$ cat config.mk
export PLATFORM = sky130hd
export DESIGN_NAME = next_greater_element_stream
export DESIGN_NICKNAME = d
export VERILOG_FILES = /design/src/sv/ngs_pkg.sv /design/src/sv/ngs_cell.sv /design/src/sv/next_greater_element_stream.sv
export SDC_FILE = /design/constraint.sdc
export NUM_CORES = 2
export LEC_CHECK = 0
export BUFFER_PORTS_ARGS = -buffer_cell sky130_fd_sc_hd__buf_2
export CAP_MARGIN = 40
export CORE_MARGIN = 8
export CORE_UTILIZATION = 55
export CTS_BUF_LIST = sky130_fd_sc_hd__clkbuf_4 sky130_fd_sc_hd__clkbuf_8 sky130_fd_sc_hd__clkbuf_16
export DETAILED_ROUTE_END_ITERATION = 8
export PLACE_DENSITY = 0.68
export SLEW_MARGIN = 10
export SYNTH_ARGS = -nofsm -noshare
export SYNTH_HDL_FRONTEND = slang
export SYNTH_SLANG_ARGS = --single-unit
$ cat constraint.sdc
create_clock -name clk_i -period 75.4 [get_ports clk_i]
set_input_delay 11.31 -clock clk_i [delete_from_list [all_inputs] [get_ports clk_i]]
set_output_delay 11.31 -clock clk_i [all_outputs]
set_load 0.01 [all_outputs]
$ cat src/sv/ngs_pkg.sv
// ----------------------------------------------------------------------------
// ngs_pkg
// Shared widths, codes and types of the next-greater-element stream block.
// ----------------------------------------------------------------------------
package ngs_pkg;

  localparam int unsigned StackDepth   = 32;
  localparam int unsigned ValueBits    = 16;
  localparam int unsigned PositionBits = 16;
  localparam int unsigned StatusBits   = 2;

  typedef logic [ValueBits-1:0]    value_t;
  typedef logic [PositionBits-1:0] pos_t;
  typedef logic [StatusBits-1:0]   status_t;

  localparam status_t StatusResolved  = 2'd0;
  localparam status_t StatusNoGreater = 2'd1;
  localparam status_t StatusEvicted   = 2'd2;

  // One stack entry as held by a cell.
  typedef struct packed {
    logic   valid;
    pos_t   pos;
    value_t val;
  } entry_t;

  // Shift command broadcast to every cell.
  typedef enum logic [1:0] {
    OP_HOLD = 2'd0,
    OP_PUSH = 2'd1,
    OP_POP  = 2'd2
  } cell_op_e;

  typedef enum logic [2:0] {
    ST_IDLE  = 3'b001,
    ST_WORK  = 3'b010,
    ST_FLUSH = 3'b100
  } state_e;

endpackage

$ cat src/sv/ngs_cell.sv
// ----------------------------------------------------------------------------
// ngs_cell
// One stack slot. Push takes the entry from the cell above, pop takes the
// entry from the cell below.
// ----------------------------------------------------------------------------
module ngs_cell (
  input  logic              clk_i,
  input  logic              rst_ni,
  input  ngs_pkg::cell_op_e op_i,
  input  ngs_pkg::entry_t   upper_i,
  input  ngs_pkg::entry_t   lower_i,
  output ngs_pkg::entry_t   entry_o
);
  import ngs_pkg::*;

  logic   valid_q, valid_d;
  pos_t   pos_q, pos_d;
  value_t val_q, val_d;

  always_comb begin
    valid_d = valid_q;
    pos_d   = pos_q;
    val_d   = val_q;
    case (op_i)
      OP_PUSH: begin
        valid_d = upper_i.valid;
        pos_d   = upper_i.pos;
        val_d   = upper_i.val;
      end
      OP_POP: begin
        valid_d = lower_i.valid;
        pos_d   = lower_i.pos;
        val_d   = lower_i.val;
      end
      default: ;
    endcase
  end

  always_ff @(posedge clk_i or negedge rst_ni) begin
    if (!rst_ni) begin
      valid_q <= 1'b0;
    end else begin
      valid_q <= valid_d;
    end
  end

  always_ff @(posedge clk_i) begin
    pos_q <= pos_d;
    val_q <= val_d;
  end

  assign entry_o = '{valid: valid_q, pos: pos_q, val: val_q};

endmodule

$ cat src/sv/next_greater_element_stream.sv
// ----------------------------------------------------------------------------
// next_greater_element_stream
// Results: pops come first, an eviction comes with the push, and flush results
// follow the push; all leave through the output register, one result per cycle
// while the output slot is free. A new item is taken only in idle. An eviction
// shares the push cycle. A stalled output slot holds the work.
// Reset: stack empty, position counter 0, output register empty.
// ----------------------------------------------------------------------------
module next_greater_element_stream (
  input  logic                 clk_i,
  input  logic                 rst_ni,
  // input channel
  input  logic                 in_valid_i,
  output logic                 in_stall_o,
  input  ngs_pkg::value_t      sample_value_i,
  input  logic                 end_of_stream_i,
  // result channel
  output logic                 out_valid_o,
  input  logic                 out_stall_i,
  output ngs_pkg::pos_t        position_o,
  output ngs_pkg::pos_t        distance_o,
  output ngs_pkg::status_t     status_o,
  output logic                 last_of_run_o
);
  import ngs_pkg::*;

  // Sequencer state
  state_e   state_q, state_d;
  value_t   val_q;        // value of the item at work
  logic     last_q;       // item closes the stream
  pos_t     pos_q;        // position of the item at work
  pos_t     pos_cnt_q, pos_cnt_d;

  // Stack chain: cell 0 is the top (newest), the last cell the bottom.
  entry_t   cells [StackDepth];
  cell_op_e op;
  entry_t   new_entry;
  entry_t   empty_entry;

  // Output register
  logic     out_valid_q, out_valid_d;
  logic     emit;
  pos_t     emit_pos, emit_dist;
  status_t  emit_status;
  logic     emit_last;
  pos_t     out_pos_q, out_dist_q;
  status_t  out_status_q;
  logic     out_last_q;

  logic     can_emit;
  logic     pop_top, pop_next, full;
  logic     in_xfer;

  assign in_stall_o = (state_q != ST_IDLE);
  assign in_xfer    = in_valid_i && !in_stall_o;

  assign new_entry   = '{valid: 1'b1, pos: pos_q, val: val_q};
  assign empty_entry = '{valid: 1'b0, pos: '0, val: '0};

  for (genvar i = 0; i < StackDepth; i++) begin : g_cell
    entry_t upper, lower;
    if (i == 0) begin : g_top
      assign upper = new_entry;
    end else begin : g_mid_up
      assign upper = cells[i-1];
    end
    if (i == StackDepth - 1) begin : g_bot
      assign lower = empty_entry;
    end else begin : g_mid_lo
      assign lower = cells[i+1];
    end
    ngs_cell u_cell (
      .clk_i   (clk_i),
      .rst_ni  (rst_ni),
      .op_i    (op),
      .upper_i (upper),
      .lower_i (lower),
      .entry_o (cells[i])
    );
  end

  // Output slot is free when empty or being drained this cycle.
  assign can_emit = !out_valid_q || !out_stall_i;

  // Strictly greater pops; the second compare tells whether this pop is the
  // final pop of the run.
  assign pop_top  = cells[0].valid && (val_q > cells[0].val);
  assign pop_next = cells[1].valid && (val_q > cells[1].val);
  assign full     = cells[StackDepth-1].valid;

  always_comb begin
    state_d     = state_q;
    pos_cnt_d   = pos_cnt_q;
    op          = OP_HOLD;
    emit        = 1'b0;
    emit_pos    = cells[0].pos;
    emit_dist   = '0;
    emit_status = StatusResolved;
    emit_last   = 1'b0;

    unique case (state_q)
      ST_IDLE: begin
        if (in_xfer) begin
          state_d   = ST_WORK;
          pos_cnt_d = end_of_stream_i ? '0 : PositionBits'(pos_cnt_q + 1'b1);
        end
      end
      ST_WORK: begin
        if (pop_top) begin
          if (can_emit) begin
            emit      = 1'b1;
            emit_dist = PositionBits'(pos_q - cells[0].pos);
            emit_last = !pop_next && !last_q;
            op        = OP_POP;
          end
        end else if (full) begin
          // Oldest entry drops off the bottom as the new one is pushed.
          if (can_emit) begin
            emit        = 1'b1;
            emit_pos    = cells[StackDepth-1].pos;
            emit_status = StatusEvicted;
            emit_last   = !last_q;
            op          = OP_PUSH;
            state_d     = last_q ? ST_FLUSH : ST_IDLE;
          end
        end else begin
          op      = OP_PUSH;
          state_d = last_q ? ST_FLUSH : ST_IDLE;
        end
      end
      ST_FLUSH: begin
        if (can_emit) begin
          emit        = 1'b1;
          emit_status = StatusNoGreater;
          emit_last   = !cells[1].valid;
          op          = OP_POP;
          if (!cells[1].valid) begin
            state_d = ST_IDLE;
          end
        end
      end
      default: state_d = ST_IDLE;
    endcase
  end

  always_comb begin
    out_valid_d = out_valid_q;
    if (emit) begin
      out_valid_d = 1'b1;
    end else if (!out_stall_i) begin
      out_valid_d = 1'b0;
    end
  end

  always_ff @(posedge clk_i or negedge rst_ni) begin
    if (!rst_ni) begin
      state_q     <= ST_IDLE;
      pos_cnt_q   <= '0;
      out_valid_q <= 1'b0;
    end else begin
      state_q     <= state_d;
      pos_cnt_q   <= pos_cnt_d;
      out_valid_q <= out_valid_d;
    end
  end

  always_ff @(posedge clk_i) begin
    if (in_xfer) begin
      val_q  <= sample_value_i;
      last_q <= end_of_stream_i;
      pos_q  <= pos_cnt_q;
    end
    if (emit) begin
      out_pos_q    <= emit_pos;
      out_dist_q   <= emit_dist;
      out_status_q <= emit_status;
      out_last_q   <= emit_last;
    end
  end

  assign out_valid_o   = out_valid_q;
  assign position_o    = out_pos_q;
  assign distance_o    = out_dist_q;
  assign status_o      = out_status_q;
  assign last_of_run_o = out_last_q;

  // --------------------------------------------------------------------------
  // Assertions
  // --------------------------------------------------------------------------

  // Occupied cells stay packed against the top (checked on the top two cells).
  a_packed: assert property (@(posedge clk_i) disable iff (!rst_ni)
    cells[1].valid |-> cells[0].valid)
    else $error("stack cells not contiguous");

  // Flush always has an entry at the top to report.
  a_flush_top: assert property (@(posedge clk_i) disable iff (!rst_ni)
    (state_q == ST_FLUSH) |-> cells[0].valid)
    else $error("flush with empty stack");

  // An input transfer always starts the compare phase.
  a_start: assert property (@(posedge clk_i) disable iff (!rst_ni)
    in_xfer |=> (state_q == ST_WORK))
    else $error("input transfer did not start work");

  // A result never carries the unused status code.
  a_status: assert property (@(posedge clk_i) disable iff (!rst_ni)
    out_valid_o |-> (status_o == StatusResolved || status_o == StatusNoGreater ||
                     status_o == StatusEvicted))
    else $error("illegal status code");

endmodule

Yosys cells after proc, flatten, opt, wreduce, memory -nomap -nowiden
Index checks and enable logic that the tools add are counted.

Flip-flop bits (word level): 1144. Output and inout bits: 37. Input port bits: 21. Logic and storage cells: 266.

Reduce and logical (&&, ||, !) cells: 15. Eq/ne operators: 12. Add/subtract/negate cells: 2. Order comparisons: 2. Multiplexer cells: 129.

Operator list (number): 16-bit one-hot mux with 2 select lines (64); 16-bit 2-to-1 mux (5); 1-bit one-hot mux with 2 select lines (34); 16-bit greater-than comparator (2); 3-bit 2-to-1 mux (7); 16-bit by 1-bit adder with 16-bit output, second input constant (1); 16-bit subtractor (1); 1-bit 2-to-1 mux (11); 2-bit 2-to-1 mux (5); 3-bit one-hot mux with 3 select lines (1); 2-bit != test, second input constant (4); 2-bit one-hot mux with 2 select lines (2); 1-bit logical NOT (6); 5-bit AND reduction (1); 1-bit logical AND (4); 3-bit by 1-bit equality test with 1-bit output, second input constant (1); 3-bit by 2-bit equality test with 1-bit output, second input constant (1); 3-bit equality test, second input constant (1); 3-bit by 1-bit != test with 1-bit output, second input constant (1); 3-bit != test, second input constant (1); 3-bit AND reduction (1); 2-bit by 1-bit equality test with 1-bit output, second input constant (1); 2-bit equality test, second input constant (1); 2-bit by 1-bit != test with 1-bit output, second input constant (1); 3 further kinds (3).

Logic depth before layout (Yosys ltp)
Word-level depth: 8. Mapped depth: 15. Depth with buffers taken out: 11.

Cells and area by module
Synthesis repeated with hierarchy kept, for this count alone.

Cells, all modules: 2879. Area total of the unflattened synthesis: 55381.9 um^2.

By module, submodules not included: ngs_cell (cells an instance 76, times used 32, seq. area each 985.9 um^2, area an instance 1572.8 um^2); next_greater_element_stream (cells an instance 447, times used 1, seq. area each 2543.7 um^2, area an instance 5053.6 um^2).

Worst setup path before layout
No wires, ideal clock.

Path type: input -> register. From: in out_stall_i. To: reg g_cell[0].u_cell.pos_q[0], enable pin. Slack: 41.911 ns. Arrival: 32.133 ns. Setup time: 1.356 ns. Buffers on the path: 3. Required time: 74.044 ns. Stages: 8. Path through: a21oi_1 -> nand2_1 -> clkbuf_1 -> nand2_1 -> ha_1 -> clkbuf_1 -> clkbuf_1 -> inv_1.

Cells in the longest elaborated chain, start to end: 8. Elaborated cells on any way between the ends: 10. Those cells by class: 2 x eq/ne; 5 x mux; 3 x reduce/logical.

Ends and longest elaborated chain: from (decl) (RTL line next_greater_element_stream.sv:19) `input logic out_stall_i,`; 1-bit logical NOT (*); 1-bit logical OR (*) (RTL line next_greater_element_stream.sv:83) `assign can_emit = !out_valid_q || !out_stall_i;`; 1-bit 2-to-1 mux (RTL line next_greater_element_stream.sv:118) `if (can_emit) begin`; 2-bit 2-to-1 mux (RTL line next_greater_element_stream.sv:116) `end else if (full) begin`; 2-bit 2-to-1 mux (RTL line next_greater_element_stream.sv:109) `if (pop_top) begin`; 2-bit one-hot mux with 2 select lines (*) (RTL line next_greater_element_stream.sv:101) `unique case (state_q)`; 2-bit by 1-bit equality test with 1-bit output or 2-bit equality test (tied branches) (RTL line ngs_cell.sv:24) `case (op_i)`; 2-bit nonzero test (no source line) (*); to (signal assigned) (RTL line ngs_cell.sv:48) `pos_q <= pos_d;`; to (decl) (RTL line ngs_cell.sv:17) `pos_t pos_q, pos_d;`.

Mark *: on every way between the ends. The rest lies on a longest branch, timed or not. A chain may end at the register's enable or synchronous reset.

Worst setup path after layout
From: in out_stall_i. To: reg g_cell[11].u_cell.val_q[6], enable pin.

Cells in the longest elaborated chain, start to end: 8. Elaborated cells on any way between the ends: 10. Those cells by class: 2 x eq/ne; 5 x mux; 3 x reduce/logical.

Ends and longest elaborated chain: 1-bit logical NOT (*); 1-bit logical OR (*) (RTL line next_greater_element_stream.sv:83); 1-bit 2-to-1 mux (RTL line next_greater_element_stream.sv:118); 2-bit 2-to-1 mux (RTL line next_greater_element_stream.sv:116); 2-bit 2-to-1 mux (RTL line next_greater_element_stream.sv:109); 2-bit one-hot mux with 2 select lines (*) (RTL line next_greater_element_stream.sv:101); 2-bit by 1-bit equality test with 1-bit output or 2-bit equality test (tied branches) (RTL line ngs_cell.sv:24); 2-bit nonzero test (no source line) (*); to (signal assigned) (RTL line ngs_cell.sv:49) `val_q <= val_d;`; to (decl) (RTL line ngs_cell.sv:18) `value_t val_q, val_d;`.

Marked as above.

==> impl_metrics.yaml <==
power:
  powerDensity_mw_per_mm2: 36.4
  p_leak_nw: 18.0
  irDropWorstVdd_uv: 35.2
clocking:
  cts_setup_buffers: 0
  cts_htree_levels: 3
  cts.sinks: 1144
  cts_buffers: 118
  hold_buffers: 0
  clock_path_buffers: 3
  cts_resized: 0
  clk_latency_ns: 0.68
  cts_tree: "yes"
  cts.reportedPaths.clkPinSlew_ns: 0.06
  root_buffer: "clkbuf_16"
critical_path:
  critPathMaxStageDelay_ns: 0.70
  rr_startpoint: "val_q[7]"
  cp_max_fo: 203
  cp-start-kind: "input pin"
  crit_buf_inv: 6
  crit_arrival_ns: 16.10
  required_ns: 75.67
  crit_family: "buffers and inverters"
  endpoint_kind: "register"
  crit_slowest_cell: "buf_12"
  critPathLaunch: "out_stall_i"
  crit_top_cell: "buf_12"
  crit_chain: "buf_2 > a21oi_1 > nand2_1 > nand2_1 > ha_4 > inv_8 > buf_12 > buf_4 > buf_12 > buf_12"
  worstSetupPathType: "input pin to register"
logic_synthesis:
  syn-mean-instance-area_um2: 17.5
  yosysSeqAreaShare_pct: 69.6
  synth_edf_count: 1092
  syn_nets: 2875
  syn-cell-area_mm2: 0.0490
  yosysWarnings: 0
  synth-seq-cells: 1144
  synth_cell_type_count: 54
  syn_inst: 2803
  async_flop_share_pct: 4.55
  ys.flop_type: "edfxtp_1"
timing:
  tightest_slew_ns: 1.24
  hold_violations: 0
  setup_viol: 0
  fmax_mhz: 63.2
  final.setup_skew_ns: 0.0353
  slew_viol_final: 0
  timing.slew.headroom_pct: 17.2
  setup_slack_ns: 59.58
  grt_setup_unrepaired: "no"
  fin_crit_sh_pct: 21.0
  setup_tns_ns: 0
  layout_min_cycle_time_ns: 15.82
route:
  wl_um: 76900
  drc: 0
  vias_per_cell: 5.60
  wl_per_cell_um: 18.6
  drt_iter0_markers: 1896
  num_vias: 23200
  firstDrtPassIters: 5
  ant_nets: 0
global_routing:
  grt_overflow: 0
  grt_pass1_wl_um: 126000
  grt_pass1_vias: 23800
  antenna_found_initial: 3
  grt_max_degree: 229
  grt_usage_pct: 15.3
floorplan:
  ios: 58
  fp.dieW_um: 314
  rows: 109
  die_y_um: 314
  initial_core_util_pct: 55.5
  core_area_mm2: 0.0882
  die_area_mm2: 0.0988
layout:
  final_cell_mix: "edfxtp_1, mux2_2, clkbuf_16"
  layout_commonest_cell: "edfxtp_1"
  nets: 2950
  drive_gt1_share_pct: 42.1
  area_growth_pct: 11.2
  n_fill_cell: 6163
placement:
  hpwlAfterDp_um: 46700
  dp_slack_ns: 58.99
  port-buffer-count: 57
  finalWeightedCongestion: 0.787
worst_hold_path:
  min_from: "pos_cnt_q[15]"
  hold_path.class: "register to register"
run_status:
  status: "finished clean"
run:
  cap_violations: 0
[cells by family after synthesis]
family / count (synthesis) / share of synthesized area, %
muxes: 992 / 22.9
DFF: 1144 / 69.6
xor gates and xnor gates: 15 / 0.268
adders and majority gates: 51 / 1.32
AOI/OAI and AO/OA: 165 / 1.89
and+or+nand+nor: 243 / 2.36
buffers and inverters: 193 / 1.64
[path summary, 6_finish.rpt]
path | end | cells after the start | slack (ns)
max in group asynchronous | pos_cnt_q[1] | 2 | 64.15
setup / recovery | g_cell[11].u_cell.val_q[6] | 10 | 59.58
min in group asynchronous | g_cell[1].u_cell.valid_q | 2 | 10.77
hold reg to reg | pos_q[15] | 0 | 0.47
setup reg to reg | g_cell[11].u_cell.val_q[6] | 12 | 68.73
hold / removal | pos_q[15] | 0 | 0.47
[power by group]
group	internal (W)	total, W	switching, W
Combinational	0.000190	0.000401	0.000211
Clock	0.000329	0.000561	0.000232
Sequential	0.000946	0.00102	0.0000738
Total	0.00146	0.00198	0.000517
[flip-flops by register name (all words and copies together), names as in the netlist]
| register | count |
|---|---|
| last_q | 1 |
| val_q | 16 |
| distance_o | 16 |
| status_o | 2 |
| g_cell.u_cell.val_q | 512 |
| g_cell.u_cell.pos_q | 512 |
| g_cell.u_cell.valid_q | 32 |
| position_o | 16 |
| pos_q | 16 |
| last_of_run_o | 1 |
| out_valid_o | 1 |
| state_q | 3 |
| pos_cnt_q | 16 |
[routing by layer]
layer	share of wire (%)	wire length [um]	GRT usage (%)
met3	3.8	2920	2.45
met4	2.8	2170	5.16
met5	0	0	0
met1	46	35700	22.0
met2	47	36000	23.8
[cells in the mapped netlist (all sizes together) (5+ instances only)]
cell type / instances / area share [%]
edfxtp: 1092 / 67
mux2: 962 / 22
nand2: 114 / 0.87
o21ai: 98 / 1.0
clkbuf: 74 / 0.57
buf: 61 / 0.61
inv: 58 / 0.46
dfrtp: 51 / 2.6
ha: 50 / 1.3
nor2b: 36 / 0.46
a21oi: 35 / 0.36
mux2i: 30 / 0.61
nor2: 29 / 0.22
nand4: 12 / 0.17
nor3: 12 / 0.12
nand3: 10 / 0.10
xor2: 9 / 0.16
and3: 7 / 0.089
xnor2: 6 / 0.11
a211oi: 5 / 0.077
[worst register-to-register path: stages, from the launching register on]
cell,delay (ns)
edfxtp_1,0.46
ha_1,0.36
nand4_1,0.19
a2111o_1,0.44
a31oi_2,0.36
nand2_1,0.56
nand2_1,0.41
ha_4,0.40
inv_8,0.26
buf_12,0.60
buf_4,0.96
buf_12,0.32
buf_12,0.72
[final cells by class]
type | instances | area, um2 | area share (%)
antenna | 2 | 5.00 | 0.00919
sequential | 1144 | 34100 | 62.6
clock buffer | 151 | 3240 | 5.94
multi-input combinational | 1466 | 14100 | 25.9
timing repair buffer | 90 | 808 | 1.48
tap | 1165 | 1460 | 2.68
clock inverter | 62 | 528 | 0.970
inverter | 58 | 233 | 0.427
[metrics by stage]
step                instance area (um2)  power [W]  std cells  hold WS [ns]  util [%]
detailed placement                50600    0.00144       3922         0.453      57.4
floorplan                         49000    0.00149       2803         0.434         -
global placement                  50400    0.00140       3911         0.448      57.1
CTS                               54400    0.00201       4135         0.469      61.7
finish                            54400    0.00198       4138         0.469      61.7
global route                      54400    0.00208       4136         0.494      61.7
Note: power is estimated with default switching activity, not from simulation.
